### src/hw/rtl/ulfm_pkg.sv
// ulfm_pkg: shared types and constants for the ultrasonic level frame monitor.
// Used by ulfm_tracker, ultrasonic_level_frame_monitor, ulfm_checker and the testbench; depends on nothing.

package ulfm_pkg;

   localparam int TIMER_BITS_DEF = 16;
   localparam int DIST_W         = 16;
   localparam int BYTE_W         = 8;

   localparam logic [BYTE_W-1:0] SYNC_BYTE = 8'hFF;

   // configuration reset values
   localparam logic              RST_ENABLE  = 1'b1;
   localparam logic [DIST_W-1:0] RST_ZERO_MM = 16'd2500;
   localparam logic [DIST_W-1:0] RST_MIN_MM  = 16'd280;
   localparam logic [DIST_W-1:0] RST_MAX_MM  = 16'd2500;
   localparam logic [DIST_W-1:0] RST_TIMEOUT = 16'd3000;
   localparam logic [DIST_W-1:0] RST_GRACE   = 16'd20000;

   localparam int CSR_ADDR_W  = 5;
   localparam int CSR_DATA_W  = 32;
   localparam int REQ_TDATA_W = 8;
   localparam int RSP_FIELD_W = 2 + 2 * DIST_W + 2;
   localparam int RSP_TDATA_W = ((RSP_FIELD_W + 7) / 8) * 8;
   localparam int RSP_PAD_W   = RSP_TDATA_W - RSP_FIELD_W;

   typedef enum logic [2:0] {
      CSR_ENABLE  = 3'd0,
      CSR_ZERO    = 3'd1,
      CSR_MIN     = 3'd2,
      CSR_MAX     = 3'd3,
      CSR_TIMEOUT = 3'd4,
      CSR_GRACE   = 3'd5
   } csr_index_type;

   typedef enum logic [1:0] {
      ST_NONE   = 2'd0,
      ST_ACCEPT = 2'd1,
      ST_BADSUM = 2'd2,
      ST_RANGE  = 2'd3
   } frame_status_type;

   typedef enum logic [1:0] {
      POS_HUNT = 2'd0,
      POS_HIGH = 2'd1,
      POS_LOW  = 2'd2,
      POS_SUM  = 2'd3
   } frame_pos_type;

   typedef enum logic {
      OP_BYTE = 1'b0,
      OP_TICK = 1'b1
   } opcode_type;

   typedef struct packed {
      logic              enable;
      logic [DIST_W-1:0] zero_mm;
      logic [DIST_W-1:0] min_mm;
      logic [DIST_W-1:0] max_mm;
      logic [DIST_W-1:0] timeout;
      logic [DIST_W-1:0] grace;
   } cfg_type;

   typedef struct packed {
      logic              reading_valid;
      logic              sensor_detected;
      logic [DIST_W-1:0] distance_mm;
      logic [DIST_W-1:0] water_level_mm;
      frame_status_type  frame_status;
   } result_type;

endpackage

### src/hw/rtl/ultrasonic_level_frame_monitor.sv
// ultrasonic_level_frame_monitor: top level with CSR bank, tracker and result register.
// Depends on ulfm_pkg and ulfm_tracker.
//
//  channel  direction  width  transaction
//  req_     in         1+8    one UART byte or one millisecond tick
//  rsp_     out        40     one result per req transaction
//  csr_     in/out     32     register write/read, pready always high
//
// A new req is taken every cycle while rsp drains.
// The single result register sets the rate: req_tready = !rsp_tvalid || rsp_tready.
// Synchronous active-high reset loads register defaults and returns to sync hunt.
// A stalled rsp holds its data; req waits only while that register is full.

module ultrasonic_level_frame_monitor
   import ulfm_pkg::*;
#(
   parameter int TIMER_BITS = TIMER_BITS_DEF
) (
   input  logic                   clock,
   input  logic                   reset,
   // req
   input  logic                   req_tvalid,
   output logic                   req_tready,
   input  logic [REQ_TDATA_W-1:0] req_tdata,   // [7:0] rx_byte
   input  logic                   req_tuser,   // [0] opcode
   // rsp
   output logic                   rsp_tvalid,
   input  logic                   rsp_tready,
   // [0] reading_valid, [1] sensor_detected, [17:2] distance_mm,
   // [33:18] water_level_mm, [35:34] frame_status, [39:36] zero
   output logic [RSP_TDATA_W-1:0] rsp_tdata,
   // csr
   input  logic                   csr_psel,
   input  logic                   csr_penable,
   input  logic                   csr_pwrite,
   input  logic [CSR_ADDR_W-1:0]  csr_paddr,
   input  logic [CSR_DATA_W-1:0]  csr_pwdata,
   output logic [CSR_DATA_W-1:0]  csr_prdata,
   output logic                   csr_pready
);

   cfg_type                cfg_ff, cfg_in;
   csr_index_type          csr_index;
   logic                   csr_write;
   logic                   take;
   result_type             result;
   logic                   rsp_valid_ff, rsp_valid_in;
   logic [RSP_TDATA_W-1:0] rsp_data_ff, rsp_data_in;

   assign csr_pready = 1'b1;
   assign csr_index  = csr_index_type'(csr_paddr[CSR_ADDR_W-1:2]);
   assign csr_write  = csr_psel && csr_penable && csr_pwrite && csr_pready;

   always_comb begin
      cfg_in = cfg_ff;
      if (csr_write) begin
         unique case (csr_index)
            CSR_ENABLE:  cfg_in.enable  = csr_pwdata[0];
            CSR_ZERO:    cfg_in.zero_mm = csr_pwdata[DIST_W-1:0];
            CSR_MIN:     cfg_in.min_mm  = csr_pwdata[DIST_W-1:0];
            CSR_MAX:     cfg_in.max_mm  = csr_pwdata[DIST_W-1:0];
            CSR_TIMEOUT: cfg_in.timeout = csr_pwdata[DIST_W-1:0];
            CSR_GRACE:   cfg_in.grace   = csr_pwdata[DIST_W-1:0];
            default: ;
         endcase
      end
   end

   always_comb begin
      unique case (csr_index)
         CSR_ENABLE:  csr_prdata = CSR_DATA_W'(cfg_ff.enable);
         CSR_ZERO:    csr_prdata = CSR_DATA_W'(cfg_ff.zero_mm);
         CSR_MIN:     csr_prdata = CSR_DATA_W'(cfg_ff.min_mm);
         CSR_MAX:     csr_prdata = CSR_DATA_W'(cfg_ff.max_mm);
         CSR_TIMEOUT: csr_prdata = CSR_DATA_W'(cfg_ff.timeout);
         CSR_GRACE:   csr_prdata = CSR_DATA_W'(cfg_ff.grace);
         default:     csr_prdata = '0;
      endcase
   end

   assign req_tready = !rsp_valid_ff || rsp_tready;
   assign take       = req_tvalid && req_tready;

   ulfm_tracker #(
      .TIMER_BITS (TIMER_BITS)
   ) u_tracker (
      .clock   (clock),
      .reset   (reset),
      .take    (take),
      .opcode  (opcode_type'(req_tuser)),
      .rx_byte (req_tdata[BYTE_W-1:0]),
      .cfg     (cfg_ff),
      .result  (result)
   );

   always_comb begin
      rsp_valid_in = rsp_valid_ff;
      rsp_data_in  = rsp_data_ff;
      if (take) begin
         rsp_valid_in = 1'b1;
         rsp_data_in  = {{RSP_PAD_W{1'b0}}, result.frame_status, result.water_level_mm,
                         result.distance_mm, result.sensor_detected, result.reading_valid};
      end else if (rsp_tready) begin
         rsp_valid_in = 1'b0;
      end
   end

   always_ff @(posedge clock) begin
      if (reset) begin
         cfg_ff.enable  <= RST_ENABLE;
         cfg_ff.zero_mm <= RST_ZERO_MM;
         cfg_ff.min_mm  <= RST_MIN_MM;
         cfg_ff.max_mm  <= RST_MAX_MM;
         cfg_ff.timeout <= RST_TIMEOUT;
         cfg_ff.grace   <= RST_GRACE;
         rsp_valid_ff   <= 1'b0;
      end else begin
         cfg_ff         <= cfg_in;
         rsp_valid_ff   <= rsp_valid_in;
      end
   end

   always_ff @(posedge clock) begin
      rsp_data_ff <= rsp_data_in;
   end

   assign rsp_tvalid = rsp_valid_ff;
   assign rsp_tdata  = rsp_data_ff;

   a_disabled_zero: assert property (@(posedge clock) disable iff (reset)
      (take && !cfg_ff.enable) |=> (rsp_data_ff == '0))
      else $error("disabled result not zero");

   a_take_loads: assert property (@(posedge clock) disable iff (reset)
      take |=> rsp_valid_ff)
      else $error("transaction taken but no result held");

   a_status_only_bytes: assert property (@(posedge clock) disable iff (reset)
      (take && req_tuser) |=> (rsp_data_ff[RSP_FIELD_W-1 -: 2] == ST_NONE))
      else $error("frame status set on a tick");

endmodule

### src/hw/rtl/ulfm_tracker.sv
// ulfm_tracker: frame parser, held reading and tick aging timers.
// Depends on ulfm_pkg; the result comes out combinationally for the transaction taken.

module ulfm_tracker
   import ulfm_pkg::*;
#(
   parameter int TIMER_BITS = TIMER_BITS_DEF
) (
   input  logic              clock,
   input  logic              reset,
   input  logic              take,
   input  opcode_type        opcode,
   input  logic [BYTE_W-1:0] rx_byte,
   input  cfg_type           cfg,
   output result_type        result
);

   localparam int CMP_W = (TIMER_BITS > DIST_W) ? TIMER_BITS : DIST_W;

   frame_pos_type         pos_ff, pos_in;
   logic [BYTE_W-1:0]     high_ff, high_in;
   logic [BYTE_W-1:0]     low_ff, low_in;
   logic [DIST_W-1:0]     dist_ff, dist_in;
   logic [DIST_W-1:0]     level_ff, level_in;
   logic                  valid_ff, valid_in;
   logic                  detected_ff, detected_in;
   logic                  ever_ff, ever_in;
   logic [TIMER_BITS-1:0] tsg_ff, tsg_in;
   logic [TIMER_BITS-1:0] tss_ff, tss_in;
   frame_status_type      status;

   logic [BYTE_W-1:0]     sum;
   logic [DIST_W-1:0]     frame_dist;
   logic [TIMER_BITS-1:0] tsg_inc, tss_inc;
   logic                  recent;

   assign sum        = SYNC_BYTE + high_ff + low_ff;
   assign frame_dist = {high_ff, low_ff};
   assign tsg_inc    = (tsg_ff == '1) ? tsg_ff : tsg_ff + 1'b1;
   assign tss_inc    = (tss_ff == '1) ? tss_ff : tss_ff + 1'b1;
   assign recent     = ever_ff && (CMP_W'(tsg_inc) < CMP_W'(cfg.timeout));

   // frame position
   always_comb begin
      pos_in = pos_ff;
      if (take) begin
         if (!cfg.enable) begin
            pos_in = POS_HUNT;
         end else if (opcode == OP_BYTE) begin
            unique case (pos_ff)
               POS_HUNT: if (rx_byte == SYNC_BYTE) pos_in = POS_HIGH;
               POS_HIGH: pos_in = POS_LOW;
               POS_LOW:  pos_in = POS_SUM;
               POS_SUM:  pos_in = POS_HUNT;
            endcase
         end
      end
   end

   // reading, flags and timers
   always_comb begin
      high_in     = high_ff;
      low_in      = low_ff;
      dist_in     = dist_ff;
      level_in    = level_ff;
      valid_in    = valid_ff;
      detected_in = detected_ff;
      ever_in     = ever_ff;
      tsg_in      = tsg_ff;
      tss_in      = tss_ff;
      status      = ST_NONE;
      if (take) begin
         if (opcode == OP_TICK) begin
            tsg_in = tsg_inc;
            tss_in = tss_inc;
         end
         if (!cfg.enable) begin
            dist_in     = '0;
            level_in    = '0;
            valid_in    = 1'b0;
            detected_in = 1'b0;
         end else if (opcode == OP_TICK) begin
            if (!recent) begin
               dist_in  = '0;
               level_in = '0;
               valid_in = 1'b0;
               if (CMP_W'(tss_inc) >= CMP_W'(cfg.grace)) detected_in = 1'b0;
            end
         end else begin
            unique case (pos_ff)
               POS_HUNT: ;
               POS_HIGH: high_in = rx_byte;
               POS_LOW:  low_in  = rx_byte;
               POS_SUM: begin
                  priority if (sum != rx_byte) begin
                     status = ST_BADSUM;
                  end else if (frame_dist < cfg.min_mm || frame_dist > cfg.max_mm) begin
                     status = ST_RANGE;
                  end else begin
                     status      = ST_ACCEPT;
                     dist_in     = frame_dist;
                     level_in    = (cfg.zero_mm > frame_dist) ? cfg.zero_mm - frame_dist : '0;
                     valid_in    = 1'b1;
                     detected_in = 1'b1;
                     ever_in     = 1'b1;
                     tsg_in      = '0;
                  end
               end
            endcase
         end
      end
   end

   // result of the transaction being taken; all zero when disabled
   always_comb begin
      result.reading_valid   = valid_in;
      result.sensor_detected = detected_in;
      result.distance_mm     = dist_in;
      result.water_level_mm  = level_in;
      result.frame_status    = status;
   end

   always_ff @(posedge clock) begin
      if (reset) begin
         pos_ff      <= POS_HUNT;
         high_ff     <= '0;
         low_ff      <= '0;
         dist_ff     <= '0;
         level_ff    <= '0;
         valid_ff    <= 1'b0;
         detected_ff <= 1'b0;
         ever_ff     <= 1'b0;
         tsg_ff      <= '0;
         tss_ff      <= '0;
      end else begin
         pos_ff      <= pos_in;
         high_ff     <= high_in;
         low_ff      <= low_in;
         dist_ff     <= dist_in;
         level_ff    <= level_in;
         valid_ff    <= valid_in;
         detected_ff <= detected_in;
         ever_ff     <= ever_in;
         tsg_ff      <= tsg_in;
         tss_ff      <= tss_in;
      end
   end

   a_invalid_zero: assert property (@(posedge clock) disable iff (reset)
      !valid_ff |-> (dist_ff == '0 && level_ff == '0))
      else $error("held reading not cleared while invalid");

   a_valid_detected: assert property (@(posedge clock) disable iff (reset)
      valid_ff |-> (detected_ff && ever_ff))
      else $error("valid reading without detection");

   a_accept_sets_valid: assert property (@(posedge clock) disable iff (reset)
      (take && status == ST_ACCEPT) |=> (valid_ff && tsg_ff == '0))
      else $error("accepted frame did not load the reading");

endmodule

### config.mk
export PLATFORM = sky130hd
export DESIGN_NAME = ultrasonic_level_frame_monitor
export DESIGN_NICKNAME = d
export VERILOG_FILES = /design/src/hw/rtl/ulfm_pkg.sv /design/src/hw/rtl/ultrasonic_level_frame_monitor.sv /design/src/hw/rtl/ulfm_tracker.sv
export SDC_FILE = /design/constraint.sdc
export NUM_CORES = 1
export LEC_CHECK = 0
export BUFFER_PORTS_ARGS = -buffer_cell sky130_fd_sc_hd__buf_2
export CORE_UTILIZATION = 45
export CTS_CLUSTER_DIAMETER = 50
export DETAILED_ROUTE_END_ITERATION = 8
export PLACE_DENSITY = 0.66
export SLEW_MARGIN = 30
export SYNTH_ARGS = -nofsm -noshare
export SYNTH_HDL_FRONTEND = slang
export SYNTH_SLANG_ARGS = --single-unit
### constraint.sdc
create_clock -name clock -period 4.4 [get_ports clock]
set_input_delay 0.88 -clock clock [delete_from_list [all_inputs] [get_ports clock]]
set_output_delay 0.88 -clock clock [all_outputs]
set_load 0.1 [all_outputs]
; ---- After elaboration in Yosys (flattened, before gate mapping)
; Index checks and enable logic that the tools add are counted.
[classes]
n_addsub = 5
mul = 0
n_div = 0
magnitude_cmp = 5
eq_ne = 14
n_shift = 0
muxes = 47
bitwise_logic = 5
reduce_logical = 23
[ops]
columns = operator, count
row1 = 16-bit two-way mux, 23
row2 = 16-bit case mux with 6 select lines, 1
row3 = 16-bit by 1-bit adder with 16-bit output (second input constant), 2
row4 = 16-bit == test (second input constant), 2
row5 = 16-bit > comparator, 2
row6 = 16-bit < comparator, 2
row7 = 1-bit two-way mux, 17
row8 = 16-bit greater-or-equal comparator, 1
row9 = 16-bit subtractor, 1
row10 = 2-bit AND reduction, 7
row11 = 2-bit two-way mux, 5
row12 = 8-bit adder, 1
row13 = 8-bit adder (first input constant), 1
row14 = 8-bit == test (second input constant), 1
row15 = 8-bit != test, 1
row16 = 2-bit case mux with 4 select lines, 1
row17 = 4-bit AND reduction, 2
row18 = 3-bit by 2-bit == test with 1-bit output (second input constant), 2
row19 = 3-bit == test (second input constant), 2
row20 = 6-bit AND reduction, 1
row21 = 1-bit inverter, 5
row22 = 2-bit == test (second input constant), 2
row23 = 1-bit logical AND, 4
row24 = 4-bit OR reduction, 1
row25 = other kinds (11), 12
[word_totals]
ff_bits = 203
latchBits = 0
ram_bits = 0
rom_bits = 0
in_bits = 53
output_inout_bits = 75
elab_cells = 119
n_memories = 0

; ---- Longest topological paths before layout
[depth]
depth_word = 8
depth_mapped = 18
depth_no_buf = 17

; ---- Hierarchy
; From an unflattened synthesis, not the netlist that was laid out.
[unflattened]
cells_unflattened = 1406
hier_area_um2 = 12290.5
[modules_own_cells]
columns = mod, instances, cells_per_inst, area_each_um2, seq_area_each_um2
row1 = ulfm_tracker, 1, 904, 7094.3, 1701.6
row2 = ultrasonic_level_frame_monitor, 1, 502, 5196.2, 2722.6

; ---- Least setup slack after synthesis
; Ideal clock, no wire load.
[synth_path]
path_kind = input to register
from = in rsp_tready
to = reg u_tracker.high_ff[0]
setup_time_ns = 0.128
arrival_ns = 4.376
required_ns = 4.272
path_slack_ns = -0.103
stages = 7
path_buffers = 1
cell_sequence = nand2b_1 > nand2_1 > inv_1 > clkbuf_1 > nand3_1 > mux2i_1 > nor2_1
[synth_between]
elab_chain_len = 3
[synth_rtl]
columns = element, line_no
row1 = start: declaration, ultrasonic_level_frame_monitor.sv:28  ; input logic rsp_tready,
row2 = 1-bit logical OR, ultrasonic_level_frame_monitor.sv:81  ; assign req_tready = !rsp_valid_ff || rsp_tready;
row3 = 1-bit logical AND, ultrasonic_level_frame_monitor.sv:82  ; assign take = req_tvalid && req_tready;
row4 = 4-bit AND reduction (no source line), --
row5 = end signal: assignment, ulfm_tracker.sv:137  ; high_ff <= high_in;
row6 = end: declaration, ulfm_tracker.sv:21  ; logic [BYTE_W-1:0] high_ff, high_in;
; Every way passes these cells.
; A chain may end at the register's enable or synchronous reset.

==> impl_metrics.tcl <==
set metrics [dict create \
    cts_made_buffers 28 \
    crit_path_start_kind "flop" \
    path_max_fanout 25 \
    synth_cell_types 75 \
    vias_per_cell 5.595 \
    ys.flop_type "dfxtp_1" \
    min_path_type "reg2reg" \
    syn_avg_cell_area_um2 8.499 \
    synth_top_area_share_pct 28.55 \
    worst_setup_path_end_kind "flop" \
    setup-violations-final 0 \
    h-tree-depth 1 \
    core-area_mm2 0.02533 \
    start_util_pct 46.24 \
    fin_crit_sh_pct 94.13 \
    tns_ns 0 \
    fin_util_pct 53.58 \
    synth.cells.most_frequent "nand2_1, dfxtp_1, a21oi_1, inv_1, ha_1" \
    drive_gt1_share_pct 12.90 \
    die_h_um 163.3 \
    cap_violations 0 \
    cts_tree "yes" \
    rr_startpoint "u_tracker.tsg_ff[0]" \
    clock_sinks 203 \
    place_congestion 0.8994 \
    r2r_slack_ns 0.26 \
    fillers 2366 \
    period_needed_ns 4.142 \
    ys_ff_latch 203 \
    dr.pass1.iters 5 \
    synth_cells 1378 \
    grt_max_degree 85 \
    antenna_found_initial 0 \
    root_buffer "clkbuf_16" \
    route.detailed.drc 0 \
    io_pins 128 \
    area_growth_pct 15.88 \
    final_area_mm2 0.01357 \
    place_area_mm2 0.01266 \
    hold_end "cfg_ff[59]" \
    synth_area_mm2 0.01171 \
    ir_worst_vdd_uv 255.0 \
    io_buffers 88 \
    synth_edf_count 36 \
    yosysSeqAreaShare_pct 37.78 \
    grt_pass1_vias 9525 \
    nets 1611 \
    ant_nets 0 \
    whs_ns 0.4521 \
    overflow 0 \
    hpwl_um 24240 \
    ys.warnings.count 0 \
    yosys-top-cells-area "dfxtp_1, ha_1, edfxtp_1, nand2_1, a21oi_1" \
    grtUsageTotal_pct 24.72 \
    max_freq_mhz 241.4 \
    finalHoldViolCount 0 \
    drv_slew 0 \
    outcome "finished, final reports clean" \
    die-area_mm2 0.02667 \
    die_x_um 163.3 \
    worstPathRequired_ns 4.69 \
    critical_path_class "reg2reg" \
    num_rows 58 \
    worst_pin_slew_ns 0.9475 \
    maxSlewHeadroom_pct 36.83 \
    clk_pin_slew_ns 0.06 \
    wl_per_cell_um 18.07 \
    num_vias 10133 \
    power_leakage_uw 0.005679 \
    rsz0062_at_grt "no" \
    yosysMostFrequentCell "nand2_1" \
    hold_depth 2 \
    cp_data_arrival_time_ns 4.43 \
    finClkSkew_ns 0.01968 \
    hp-start "cfg_ff[59]" \
    clk_latency_ns 0.54 \
    power.density_mw_per_mm2 341.2 \
    rr_endpoint "rsp_tdata[16]" \
    p_total_uw 4630 \
    r2r_cells 17 \
    drtIter0Drc 753 \
    wirelength_um 32730 \
    cts.path.max_buffers 3 \
    synthArstFlopShare_pct 0 \
    grt_pass1_wl_um 51340 \
    antenna_cells 0 \
    yosys.area.top_type "dfxtp_1" \
]
-- layer usage --
metal	track usage, %	share of wire, %	vias to the layer above
met1	33.58	45	4808
li1	-	-	4967
met3	3.149	6.0	62
met5	0	0	-
met4	9.346	3.6	0
met2	39.83	45	296
-- layout by cell type, fill, tap and decap left out, drive strengths merged, types with 36 or more instances in the layout --
cell type	synthesis	layout
nor2	71	71
nand3	43	43
a21oi	119	119
ha	97	97
edfxtp	36	36
nand2	228	228
a22o	41	41
buf	37	120
dfxtp	167	167
o21ai	50	50
inv	102	111
-- area by class of cell --
cell class / count / area [um^2] / share of cell area, %
Multi-Input combinational cell: 1003 / 6523 / 48.06
Sequential cell: 203 / 4427 / 32.62
Timing Repair Buffer: 120 / 920.9 / 6.786
Clock buffer: 35 / 768.2 / 5.661
Tap cell: 330 / 412.9 / 3.043
Inverter: 103 / 386.6 / 2.849
Clock inverter: 17 / 132.6 / 0.9773
-- worst max-delay path, cell delays in order, from the launching register on --
cell,delay (ns)
dfxtp_2,0.39
ha_1,0.23
nand3_1,0.10
or2_2,0.32
o2111ai_1,0.24
nor3_1,0.11
nand3_1,0.18
nor2_1,0.08
xor2_1,0.16
ha_1,0.31
nand4_1,0.10
or2_2,0.33
nor3_1,0.21
nand3_1,0.14
a41o_1,0.28
or2_1,0.22
buf_4,0.22
a22o_1,0.26
-- flip-flops by register name, indices dropped and copies added, names as in the netlist --
name / flops
u_tracker.low_ff: 8
u_tracker.high_ff: 8
cfg_ff: 81
rsp_tvalid: 1
u_tracker.dist_ff: 16
u_tracker.tsg_ff: 16
u_tracker.tss_ff: 16
u_tracker.ever_ff: 1
u_tracker.level_ff: 16
u_tracker.valid_ff: 1
u_tracker.detected_ff: 1
rsp_tdata: 36
u_tracker.pos_ff: 2
-- logic make-up after synthesis --
kind of cell | after synthesis | share of synthesized area [%]
and+or+nand+nor | 444 | 17.51
buffers and inverters | 191 | 7.169
muxes | 40 | 3.472
DFF | 203 | 37.78
adders and majority gates | 99 | 10.71
other | 2 | 0.06413
AOI/OAI and AO/OA | 339 | 18.81
xor gates and xnor gates | 60 | 4.487
-- where the power goes --
| group | switching, uW | internal (uW) | leakage, uW |
|---|---|---|---|
| Combinational | 427 | 107 | 0.00352 |
| Sequential | 13.0 | 1910 | 0.00171 |
| Clock | 902 | 1270 | 0.000446 |
-- through the flow --
stage | setup slack, ns | instances
finish | 0.2583 | 1811
global route | 0.004667 | 1811
CTS | 0.1950 | 1811
detailed placement | 0.2103 | 1759
global placement | 0.2806 | 1759
floorplan | 0.03195 | 1397
-- worst max path at each step --
stage	from	end	slack [ns]	cells after the start
after global routing	u_tracker.tsg_ff[0]	rsp_tdata[11]	0.005	17
after detailed placement	u_tracker.tsg_ff[0]	rsp_tdata[13]	0.21	16
after floorplan	csr_paddr[2]	csr_prdata[0]	0.03	5
final	u_tracker.tsg_ff[0]	rsp_tdata[16]	0.26	17
after global placement	u_tracker.tsg_ff[0]	rsp_tdata[16]	0.28	16
after CTS	u_tracker.tsg_ff[0]	rsp_tdata[13]	0.20	17
-- timing repair --
item / CTS / global route
hold buffers: 0 / 0
setup buffers: 0 / 0
gates resized for setup: 0 / 4
setup endpoints to repair: 0 / 53
No activity file was read; power rests on OpenSTA's default activity.
